$ cat config.mk
export PLATFORM = sky130hd
export DESIGN_NAME = bsr_cell
export DESIGN_NICKNAME = d
export VERILOG_FILES = /design/src/bsr_pkg.sv /design/src/bsr_cell.sv
export SDC_FILE = /design/constraint.sdc
export NUM_CORES = 1
export LEC_CHECK = 0
export BUFFER_PORTS_ARGS = -buffer_cell sky130_fd_sc_hd__buf_2
export CORE_AREA = 2 2 207 209
export DETAILED_ROUTE_END_ITERATION = 10
export DIE_AREA = 0 0 209 211
export PLACE_DENSITY_LB_ADDON = 0.2
export SLEW_MARGIN = 20
export SYNTH_ARGS = -nofsm -noshare
export SYNTH_HDL_FRONTEND = slang
export SYNTH_SLANG_ARGS = --single-unit
$ cat constraint.sdc
create_clock -name clk -period 6.4 [get_ports clk]
set_input_delay 0.32 -clock clk [delete_from_list [all_inputs] [get_ports clk]]
set_output_delay 0.32 -clock clk [all_outputs]
set_load 0.02 [all_outputs]
$ cat src/bsr_pkg.sv
// Shared types and constants of the blocked section registry.
`default_nettype none

package bsr_pkg;

  // Widths fixed by the item formats.
  localparam int KIND_W   = 3;
  localparam int KEY_W    = 64;
  localparam int STREAM_W = 32;
  localparam int OCC_OUT_W = 5;
  localparam int MAXB_W   = 5;

  // Default table depth.
  localparam int CAPACITY_DEF = 16;

  // Configuration port.
  localparam int CFG_ADDR_W = 3;
  localparam int CFG_DATA_W = 32;
  localparam logic [0:0] REG_MAX_BLOCKED = 1'b0;

  // Operation codes carried in the kind field.
  localparam logic [KIND_W-1:0] KIND_ADD        = 3'd0;
  localparam logic [KIND_W-1:0] KIND_ACK        = 3'd1;
  localparam logic [KIND_W-1:0] KIND_REMOVE     = 3'd2;
  localparam logic [KIND_W-1:0] KIND_ACK_STREAM = 3'd3;
  localparam logic [KIND_W-1:0] KIND_REM_STREAM = 3'd4;
  localparam logic [KIND_W-1:0] KIND_NOTIFY     = 3'd5;

  // Search token that travels down the row of cells, one cell per cycle.
  typedef struct packed {
    logic                valid;
    logic [KIND_W-1:0]   kind;
    logic [KEY_W-1:0]    key;
    logic [STREAM_W-1:0] stream;
    logic                hit;
    logic [KEY_W-1:0]    hit_key;
    logic                free_hit;
  } bsr_tok_t;

endpackage

`default_nettype wire

$ cat src/bsr_cell.sv
// One table slot: holds a key and its valid bit and forwards the search token.
`default_nettype none

module bsr_cell (
  input  wire                       clk,
  input  wire                       rst_n,
  input  wire bsr_pkg::bsr_tok_t    tok_i,
  output bsr_pkg::bsr_tok_t         tok_o,
  input  wire                       wr_en,
  input  wire [bsr_pkg::KEY_W-1:0]  wr_key,
  input  wire                       clr_en,
  input  wire [bsr_pkg::KEY_W-1:0]  clr_key,
  output logic                      valid_o,
  output logic [bsr_pkg::KEY_W-1:0] key_o
);
  import bsr_pkg::*;

  logic             valid_r;
  logic [KEY_W-1:0] key_r;
  logic             claim_r;
  bsr_tok_t         tok_r;
  bsr_tok_t         tok_nxt;

  logic is_stream;
  logic match_key;
  logic match_stream;

  // Fold this slot into the token: exact key match, or smallest key of a stream.
  always_comb begin
    is_stream    = (tok_i.kind == KIND_ACK_STREAM) || (tok_i.kind == KIND_REM_STREAM);
    match_key    = valid_r && (key_r == tok_i.key);
    match_stream = valid_r && (key_r[KEY_W-1:KEY_W-STREAM_W] == tok_i.stream);
    tok_nxt      = tok_i;
    if (is_stream) begin
      if (match_stream && (!tok_i.hit || (key_r < tok_i.hit_key))) begin
        tok_nxt.hit     = 1'b1;
        tok_nxt.hit_key = key_r;
      end
    end else if (match_key) begin
      tok_nxt.hit     = 1'b1;
      tok_nxt.hit_key = key_r;
    end
    tok_nxt.free_hit = tok_i.free_hit || !valid_r;
  end

  // Token stage and the free-slot claim of the current search.
  always_ff @(posedge clk) begin
    if (!rst_n) begin
      tok_r   <= '0;
      claim_r <= 1'b0;
    end else begin
      tok_r <= tok_nxt;
      if (tok_i.valid) begin
        claim_r <= !tok_i.free_hit && !valid_r;
      end
    end
  end

  // Slot contents: written when this cell holds the claim, cleared by key.
  always_ff @(posedge clk) begin
    if (!rst_n) begin
      valid_r <= 1'b0;
    end else if (wr_en && claim_r) begin
      valid_r <= 1'b1;
    end else if (clr_en && valid_r && (key_r == clr_key)) begin
      valid_r <= 1'b0;
    end
  end

  always_ff @(posedge clk) begin
    if (wr_en && claim_r) begin
      key_r <= wr_key;
    end
  end

  assign tok_o   = tok_r;
  assign valid_o = valid_r;
  assign key_o   = key_r;

endmodule

`default_nettype wire

==> flow_results.xml, run 1 <==
<?xml version="1.0" encoding="UTF-8"?>
<metrics>
  <group name="status">
    <metric name="result_of_the_run" unit="">completed</metric>
  </group>
  <group name="power_and_ir_drop">
    <metric name="power.switching_fraction" unit="">0.2636</metric>
    <metric name="power_report.internal_total" unit="mW">2.891</metric>
    <metric name="fin_total_pwr" unit="mW">3.926</metric>
    <metric name="switching_power" unit="mW">1.035</metric>
    <metric name="standby_leakage_power" unit="nW">8.228</metric>
    <metric name="pwr-share-seq" unit="">0.414</metric>
    <metric name="power.share.combinational" unit="">0.150</metric>
    <metric name="worst_ir_drop_vdd" unit="mV">0.1577</metric>
    <metric name="pwr-share-clk" unit="">0.436</metric>
    <metric name="power-per-cell-area" unit="nW/um^2">240.5</metric>
  </group>
  <group name="grt">
    <metric name="grt.overflow.total" unit="">0</metric>
    <metric name="grt_use_total" unit="">0.2286</metric>
    <metric name="grt_max_degree" unit="">125</metric>
    <metric name="initial_antenna_violation_count" unit="">12</metric>
    <metric name="grt_pass1_wl" unit="um">72400</metric>
    <metric name="first_global_vias" unit="">10554</metric>
  </group>
  <group name="worst_setup_path">
    <metric name="r2r_setup_slack" unit="ns">2.94</metric>
    <metric name="critPathCapture" unit="">tok_o[62]</metric>
    <metric name="rr_worst_depth" unit="">9</metric>
    <metric name="worstPathMaxFanout" unit="">33</metric>
    <metric name="cp.arrival" unit="ns">3.93</metric>
    <metric name="critical_path.max_stage_delay" unit="ns">0.65</metric>
    <metric name="worst_setup_path_start_kind" unit="">flop</metric>
    <metric name="worst_ep_required_time" unit="ns">6.87</metric>
    <metric name="r2r_end" unit="">tok_o[62]</metric>
    <metric name="worst_r2r_startpoint" unit="">key_o[46]</metric>
    <metric name="timing.critical_path.cells" unit="">ha_1, nand4_1, nor4_1, nand2_2, nor3_2, a21boi_1, a311oi_4, buf_4, mux2i_1</metric>
    <metric name="slowest_stage" unit="">edfxtp_1</metric>
    <metric name="critical_path_class" unit="">flop to flop</metric>
    <metric name="type_of_destination_of_the_critical_path" unit="">flop</metric>
    <metric name="cp_launch_point" unit="">key_o[46]</metric>
  </group>
  <group name="synth">
    <metric name="yosys_cell_types" unit="">56</metric>
    <metric name="mappedNetlistNets" unit="">1413</metric>
    <metric name="synth_edf_count" unit="">64</metric>
    <metric name="synthFlopType" unit="">dfxtp_1</metric>
    <metric name="synth.ff_latch_count" unit="">232</metric>
    <metric name="share_of_synthesized_area_occupied_by_flip_flops_and_latches" unit="">0.4820</metric>
    <metric name="synth.avg_cell_area" unit="um^2">10.42</metric>
    <metric name="synthesis.yosys.warnings" unit="">0</metric>
    <metric name="ys_async_sr_fraction" unit="">0</metric>
    <metric name="netlist_instances" unit="">1052</metric>
    <metric name="mappedNetlistArea" unit="um^2">10970</metric>
  </group>
  <group name="cells_and_area">
    <metric name="final_common_cell" unit="">buf_2</metric>
    <metric name="finish.net_count" unit="">2074</metric>
    <metric name="final_area" unit="um^2">16320</metric>
    <metric name="utilization" unit="">0.3909</metric>
    <metric name="ratio_of_cells_with_drive_above_1_in_the_final_layout" unit="">0.3431</metric>
    <metric name="finalNonFillerCells" unit="">2279</metric>
    <metric name="area_overhead_of_the_layout_relative_to_synthesis" unit="%">48.87</metric>
    <metric name="layout_common_cells" unit="">buf_2, dfxtp_1, nand2_1, dlygate4sd3_1, and2_1</metric>
  </group>
  <group name="timing">
    <metric name="report.final.setup_viol" unit="">0</metric>
    <metric name="post-route-worst-setup-slack" unit="ns">2.940</metric>
    <metric name="timing.fmax" unit="MHz">289.0</metric>
    <metric name="setup_tns_after_final_layout" unit="ns">0</metric>
    <metric name="rsz0062_at_grt" unit="">no</metric>
    <metric name="fin_crit" unit="ns">3.460</metric>
    <metric name="final-max-slew-violation-count" unit="">0</metric>
    <metric name="clock-skew-final" unit="ns">0.01928</metric>
    <metric name="timing.final.crit_share" unit="">0.5406</metric>
    <metric name="hold-worst-slack" unit="ns">0.02225</metric>
    <metric name="hold_violations" unit="">0</metric>
    <metric name="max_slew_headroom_at_the_worst_pin" unit="">0.2960</metric>
    <metric name="max_slew.worst_pin.slew" unit="ns">1.056</metric>
  </group>
  <group name="floorplan">
    <metric name="design.die.area" unit="um^2">44100</metric>
    <metric name="core-area" unit="um^2">41760</metric>
    <metric name="die-width" unit="um">209</metric>
    <metric name="rows" unit="">75</metric>
    <metric name="effective_utilization_at_floorplan" unit="">0.2626</metric>
    <metric name="io_pins" unit="">529</metric>
    <metric name="die_height" unit="um">211</metric>
  </group>
  <group name="clock_tree">
    <metric name="ctsLongestPathBuffers" unit="">3</metric>
    <metric name="post-cts-setup-buffer-count" unit="">0</metric>
    <metric name="clkSinkCount" unit="">232</metric>
    <metric name="ctsHtreeMaxLevel" unit="">1</metric>
    <metric name="clkTransAtPathRegs" unit="ns">0.06</metric>
    <metric name="cts_repair_resize_count" unit="">0</metric>
    <metric name="clock-root-buffer" unit="">clkbuf_16</metric>
    <metric name="clock_insertion_delay_worst_skew" unit="ns">0.56</metric>
    <metric name="cts_tree" unit="">done</metric>
    <metric name="cts-buffers-inserted" unit="">28</metric>
  </group>
  <group name="detailed_routing">
    <metric name="route.final.wire_length" unit="um">51930</metric>
    <metric name="drt_iter0_drc" unit="">480</metric>
    <metric name="final_antenna_net_count" unit="">0</metric>
    <metric name="drt_pre_antenna_iters" unit="">4</metric>
    <metric name="routedWlPerCell" unit="um">22.79</metric>
    <metric name="vias_per_cell" unit="">4.424</metric>
    <metric name="vias" unit="">10082</metric>
    <metric name="drc_violation_count_after_routing" unit="">0</metric>
  </group>
  <group name="placed_design">
    <metric name="routability_driven_placement_congestion_ratio" unit="">0.8053</metric>
    <metric name="post-place-ws" unit="ns">2.913</metric>
    <metric name="place_hpwl" unit="um">41640</metric>
    <metric name="port-buffer-count" unit="">528</metric>
    <metric name="place_inst" unit="">2090</metric>
    <metric name="dpl-instance-area" unit="um^2">13990</metric>
  </group>
  <group name="hold_path">
    <metric name="kind_of_path_behind_the_tightest_hold_check" unit="">input port to flop</metric>
  </group>
  <group name="flow_run">
    <metric name="max_cap_viol_count" unit="">0</metric>
  </group>
</metrics>
[synth_stat cells (2+ instances only)]
master	instances	area share
a2111o_1	2	0.0021
a21boi_0	2	0.0014
a21o_1	4	0.0027
a21oi_1	24	0.011
a221oi_1	6	0.0048
a2bb2oi_1	2	0.0016
and2_1	100	0.057
buf_12	6	0.011
clkbuf_1	13	0.0045
clkbuf_8	11	0.014
dfxtp_1	168	0.31
dlygate4sd3_1	2	0.0018
edfxtp_1	64	0.18
ha_1	63	0.072
inv_1	92	0.031
mux2i_1	65	0.059
nand2_1	153	0.052
nand2b_1	10	0.0057
nand3_1	9	0.0041
nand4_1	26	0.015
nor2_1	7	0.0024
nor2b_1	9	0.0051
nor3_1	6	0.0027
nor3_2	2	0.0018
nor3b_1	2	0.0014
nor4_1	26	0.015
nor4_2	3	0.0034
o2111a_1	2	0.0021
o2111ai_1	6	0.0048
o211ai_1	2	0.0014
o21ai_0	8	0.0037
o22ai_1	8	0.0046
o2bb2ai_1	2	0.0016
xnor2_1	42	0.034
xor2_1	84	0.067
[sequential cells by signal, summed over array words and instances (netlist names)]
register / count
valid_o: 1
key_o: 64
claim_r: 1
tok_o: 166
[routing by layer]
layer,GRT usage,vias to the layer above,routed length [um]
li1,-,4886,-
met1,0.2726,4719,21340
met2,0.4137,382,26000
met3,0.04683,81,3179
met4,0.06650,14,1332
met5,0,-,81
[cells by family (layout without fill, tap and decap cells)]
group                      count (synthesis)  in the layout  share of synthesized area
AOI/OAI and AO/OA                         83             83                    0.05352
xor gates and xnor gates                 126            126                     0.1006
adders and majority gates                 63             63                    0.07189
buffers and inverters                    126            808                    0.06390
DFF                                      232            232                     0.4820
muxes                                     65             65                    0.05933
other                                      0              6                          0
and+or+nand+nor                          357            357                     0.1688
[layout make-up]
type / instances / area [um^2]
fill: 4212 / 25430
sequential: 232 / 5285
multi-input combinational: 694 / 4997
timing repair buffer: 664 / 4000
clock buffer: 40 / 858.3
tap: 539 / 674.4
inverter: 93 / 350.3
clock inverter: 11 / 143.9
antenna: 6 / 15.01
[critical path: cells and delay by family, from the launching register on]
kind | cells | cell delay (ns)
AO/OA/AOI/OAI | 2 | 0.44
adder cells (fa/ha/maj) | 1 | 0.44
buffers and inverters | 1 | 0.58
flip-flops | 1 | 0.65
multiplexers | 1 | 0.27
AND/OR/NAND/NOR | 4 | 0.97
[repair_timing]
| item | CTS | global route |
|---|---|---|
| setup endpoints to repair | 0 | 0 |
| hold buffers | 132 | 0 |
| endpoints found under the hold margin | 132 | 0 |
[power by group through the flow]
stage               logic [mW]  clock network [mW]  registers [mW]
floorplan                0.186                   0            1.72
global placement         0.526                   0            1.66
detailed placement       0.528                   0            1.66
CTS                      0.596                1.75            1.63
global route             0.640                1.81            1.63
finish                   0.589                1.71            1.63
[how the worst min path moves through the flow]
stage,startpoint,end,slack (ns),cells past startpoint
finish,tok_i[83],tok_o[83],0.02,2
global route,tok_i[154],tok_o[154],0.008,2
CTS,tok_i[18],tok_o[18],0.0007,3
detailed placement,wr_key[9],key_o[9],0.50,1
global placement,wr_key[14],key_o[14],0.50,1
floorplan,wr_key[0],key_o[0],0.42,0
Note: power is estimated with default switching activity, not from simulation.
==> run 2, diff against run 1 <==
--- a/config.mk
+++ b/config.mk
@@ -5,10 +5,11 @@
 export SDC_FILE = /design/constraint.sdc
 export NUM_CORES = 1
 export LEC_CHECK = 0
+export ABC_AREA = 1
 export BUFFER_PORTS_ARGS = -buffer_cell sky130_fd_sc_hd__buf_2
-export CORE_AREA = 2 2 207 209
+export CORE_AREA = 2 2 203 205
 export DETAILED_ROUTE_END_ITERATION = 10
-export DIE_AREA = 0 0 209 211
+export DIE_AREA = 0 0 205 207
 export PLACE_DENSITY_LB_ADDON = 0.2
 export SLEW_MARGIN = 20
 export SYNTH_ARGS = -nofsm -noshare
==> constraint.sdc (replaced) <==
create_clock -name clk -period 3.15 [get_ports clk]
set_input_delay 0.1575 -clock clk [delete_from_list [all_inputs] [get_ports clk]]
set_output_delay 0.1575 -clock clk [all_outputs]
set_load 0.02 [all_outputs]
==> flow_results.xml, run 2 <==
<?xml version="1.0" encoding="UTF-8"?>
<metrics>
  <group name="hold_path">
    <metric name="hp-start" unit="">rst_n</metric>
    <metric name="kind_of_path_behind_the_tightest_hold_check" unit="">input port to flop</metric>
    <metric name="whs_endpoint" unit="">tok_o[11]</metric>
    <metric name="hold_path_depth" unit="">3</metric>
  </group>
  <group name="cells_and_area">
    <metric name="final.fill_count" unit="">4056</metric>
    <metric name="final_area" unit="um^2">17570</metric>
    <metric name="finish.net_count" unit="">2547</metric>
    <metric name="layout.area.seq" unit="um^2">5285</metric>
    <metric name="multi_input_comb_area" unit="um^2">4588</metric>
    <metric name="final_common_cell" unit="">buf_2</metric>
    <metric name="layout_common_cells" unit="">buf_2, nand2_1, inv_1, dlygate4sd3_1, nor2_1</metric>
    <metric name="area_overhead_of_the_layout_relative_to_synthesis" unit="%">58.55</metric>
    <metric name="largest_register_ffs" unit="">166</metric>
    <metric name="ratio_of_cells_with_drive_above_1_in_the_final_layout" unit="">0.2750</metric>
  </group>
  <group name="worst_setup_path">
    <metric name="critical_path.max_stage_delay" unit="ns">0.52</metric>
    <metric name="rr_worst_depth" unit="">13</metric>
    <metric name="worst_ep_required_time" unit="ns">3.59</metric>
    <metric name="worstPathMaxFanout" unit="">41</metric>
    <metric name="timing.critical_path.cells" unit="">inv_1, nor2_1, a211oi_1, nand2_1, nor2_1, nand2_1, nor2_1, nand3_1, nand2_8, buf_12, nand2_1, nand2_1, nor2_1</metric>
    <metric name="critical_path_class" unit="">flop to flop</metric>
    <metric name="slowest_stage" unit="">edfxtp_1</metric>
    <metric name="worst_setup_path_start_kind" unit="">flop</metric>
    <metric name="r2r_setup_slack" unit="ns">0.21</metric>
    <metric name="r2r_end" unit="">tok_o[32]</metric>
    <metric name="cp.arrival" unit="ns">3.38</metric>
    <metric name="worst_r2r_startpoint" unit="">key_o[57]</metric>
    <metric name="type_of_destination_of_the_critical_path" unit="">flop</metric>
  </group>
  <group name="placed_design">
    <metric name="port-buffer-count" unit="">528</metric>
    <metric name="dpl-instance-area" unit="um^2">14420</metric>
    <metric name="routability_driven_placement_congestion_ratio" unit="">0.8729</metric>
    <metric name="place_hpwl" unit="um">40260</metric>
    <metric name="post-place-ws" unit="ns">0.1072</metric>
  </group>
  <group name="timing">
    <metric name="post-route-worst-setup-slack" unit="ns">0.2125</metric>
    <metric name="hold_violations" unit="">0</metric>
    <metric name="fin_crit" unit="ns">2.937</metric>
    <metric name="timing.final.crit_share" unit="">0.9325</metric>
    <metric name="max_slew_headroom_at_the_worst_pin" unit="">0.5629</metric>
    <metric name="rsz0062_at_grt" unit="">no</metric>
    <metric name="final-max-slew-violation-count" unit="">0</metric>
    <metric name="max_slew.worst_pin.slew" unit="ns">0.6496</metric>
    <metric name="clock-skew-final" unit="ns">0.02531</metric>
    <metric name="setup_tns_after_final_layout" unit="ns">0</metric>
    <metric name="report.final.setup_viol" unit="">0</metric>
    <metric name="timing.fmax" unit="MHz">340.4</metric>
  </group>
  <group name="synth">
    <metric name="post_synthesis_simple_gate_area_fraction" unit="">0.2230</metric>
    <metric name="mappedNetlistArea" unit="um^2">11080</metric>
    <metric name="synthMuxAreaShare" unit="">0</metric>
    <metric name="post_synth_fa_ha_maj_area_fraction" unit="">0.07115</metric>
    <metric name="synth.area.top_cells" unit="">dfxtp_1, edfxtp_1, nand2_1</metric>
    <metric name="synth_top_area_frac" unit="">0.3036</metric>
    <metric name="synth.most_common_cell" unit="">nand2_1</metric>
    <metric name="synthFlopType" unit="">dfxtp_1</metric>
    <metric name="synth_xor_xnor_area_share" unit="">0.04980</metric>
    <metric name="yosys_cell_types" unit="">36</metric>
    <metric name="synth.ff_latch_count" unit="">232</metric>
    <metric name="synth_compound_gate_area_share" unit="">0.06889</metric>
    <metric name="synth_top_cells_by_count" unit="">nand2_1, inv_1, nor2_1</metric>
    <metric name="mappedNetlistNets" unit="">1765</metric>
    <metric name="synth.avg_cell_area" unit="um^2">7.891</metric>
    <metric name="yosys.area.top_type" unit="">dfxtp_1</metric>
    <metric name="main_combinational_cell_family_by_area_after_synthesis" unit="">simple AND/OR/NAND/NOR gates</metric>
    <metric name="netlist_instances" unit="">1404</metric>
    <metric name="ys_async_sr_fraction" unit="">0</metric>
    <metric name="synthesis.yosys.warnings" unit="">0</metric>
    <metric name="synth_edf_count" unit="">64</metric>
    <metric name="share_of_synthesized_area_occupied_by_flip_flops_and_latches" unit="">0.4770</metric>
  </group>
  <group name="clock_tree">
    <metric name="clkTransAtPathRegs" unit="ns">0.06</metric>
    <metric name="cts_tree" unit="">done</metric>
    <metric name="clock-root-buffer" unit="">clkbuf_16</metric>
    <metric name="cts-buffers-inserted" unit="">27</metric>
    <metric name="clock_insertion_delay_worst_skew" unit="ns">0.57</metric>
    <metric name="ctsLongestPathBuffers" unit="">3</metric>
    <metric name="clkSinkCount" unit="">232</metric>
    <metric name="ctsHtreeMaxLevel" unit="">1</metric>
  </group>
  <group name="grt">
    <metric name="grt_pass1_wl" unit="um">73620</metric>
    <metric name="initial_antenna_violation_count" unit="">1</metric>
    <metric name="grt_use_total" unit="">0.2334</metric>
    <metric name="first_global_vias" unit="">12172</metric>
    <metric name="grt_max_degree" unit="">75</metric>
    <metric name="grt.overflow.total" unit="">0</metric>
  </group>
  <group name="detailed_routing">
    <metric name="drt_pre_antenna_iters" unit="">5</metric>
    <metric name="vias" unit="">11887</metric>
    <metric name="route.final.wire_length" unit="um">51080</metric>
    <metric name="drc_violation_count_after_routing" unit="">0</metric>
    <metric name="vias_per_cell" unit="">4.338</metric>
    <metric name="drt_iter0_drc" unit="">613</metric>
    <metric name="routedWlPerCell" unit="um">18.64</metric>
    <metric name="final_antenna_net_count" unit="">0</metric>
  </group>
  <group name="power_and_ir_drop">
    <metric name="power_report.internal_total" unit="mW">5.486</metric>
    <metric name="pwr-share-clk" unit="">0.387</metric>
    <metric name="power.share.combinational" unit="">0.183</metric>
    <metric name="pwr-share-seq" unit="">0.429</metric>
    <metric name="switching_power" unit="mW">2.155</metric>
    <metric name="worst_ir_drop_vdd" unit="mV">0.3304</metric>
    <metric name="standby_leakage_power" unit="nW">9.435</metric>
    <metric name="power.switching_fraction" unit="">0.2821</metric>
    <metric name="power-per-cell-area" unit="nW/um^2">435.0</metric>
  </group>
  <group name="floorplan">
    <metric name="rows" unit="">74</metric>
    <metric name="core-area" unit="um^2">40370</metric>
    <metric name="die_height" unit="um">207</metric>
    <metric name="die-width" unit="um">205</metric>
    <metric name="design.die.area" unit="um^2">42440</metric>
    <metric name="io_pins" unit="">529</metric>
    <metric name="effective_utilization_at_floorplan" unit="">0.2745</metric>
  </group>
  <group name="status">
    <metric name="result_of_the_run" unit="">completed</metric>
  </group>
  <group name="flow_run">
    <metric name="max_cap_viol_count" unit="">0</metric>
  </group>
</metrics>
-- run 2: changes by cell type in the layout (fill, tap and decap cells not counted), sizes merged, moves of 12 or more --
cell and delta:
inv +174, mux2i -65, o22ai +12, xor2 -58, and2 -100, nor2 +181, o21ai +32, dlygate4sd3 +100
nor4 -22, nand2 +216, buf +21, a21oi +13
-- run 2: layout make-up --
| cell class | instances | share of cell area |
|---|---|---|
| Clock buffer | 40 | 0.04295 |
| Clock inverter | 10 | 0.003134 |
| Inverter | 267 | 0.05734 |
| Sequential cell | 232 | 0.3009 |
| Antenna cell | 1 | 0.0001425 |
| Multi-Input combinational cell | 873 | 0.2612 |
| Tap cell | 532 | 0.03789 |
| Timing Repair Buffer | 785 | 0.2965 |
-- run 2: critical path, delay by kind of cell, from the launching register on --
| family | cells | cell delay [ns] |
|---|---|---|
| AOI/OAI and AO/OA | 1 | 0.40 |
| buffers and inverters | 2 | 0.59 |
| DFF | 1 | 0.52 |
| and+or+nand+nor | 10 | 1.23 |
-- run 2: power by group through the flow --
stage / logic (mW) / clock network [mW] / registers [mW]
floorplan: 0.396 / 0 / 3.51
global placement: 1.16 / 0 / 3.35
detailed placement: 1.17 / 0 / 3.34
CTS: 1.41 / 3.03 / 3.28
global route: 1.53 / 3.15 / 3.29
finish: 1.40 / 2.96 / 3.28
-- run 2: cells by family after synthesis --
group,Yosys count
adders and majority gates,63
AOI/OAI and AO/OA,126
xor gates and xnor gates,63
buffers and inverters,299
and+or+nand+nor,621
DFF,232
-- run 2: repair_timing --
item / in CTS / in global routing
hold buffers: 232 / 0
gates resized for setup: 0 / 2
endpoints found under the setup margin: 0 / 19
buffers inserted: 0 / 0
hold endpoints to repair: 232 / 0
-- run 2: metal layers --
metal | vias up | routed length (um) | track usage
li1 | 5923 | - | -
met1 | 5405 | 20690 | 0.2756
met2 | 468 | 25180 | 0.4182
met3 | 91 | 3199 | 0.04091
met4 | 0 | 2010 | 0.08732
met5 | - | 0 | 0
-- run 2: how the worst max path moves through the flow --
| stage | from | to | cells after the start |
|---|---|---|---|
| after floorplan | key_o[62] | tok_o[44] | 15 |
| after global placement | key_o[57] | tok_o[27] | 13 |
| after detailed placement | key_o[57] | tok_o[32] | 13 |
| after CTS | key_o[57] | tok_o[32] | 13 |
| after global routing | key_o[57] | tok_o[14] | 13 |
| final | key_o[57] | tok_o[32] | 13 |
-- run 2: metrics by stage --
stage | power, mW | hold slack (ns) | util | std cells
after floorplan | 3.909 | 0.2478 | - | 1404
final | 7.641 | 0.009882 | 0.4352 | 2740
after global placement | 4.507 | 0.3351 | 0.3572 | 2457
after detailed placement | 4.514 | 0.3356 | 0.3572 | 2457
after CTS | 7.722 | 0.001735 | 0.4348 | 2739
after global routing | 7.978 | 0.03143 | 0.4352 | 2740
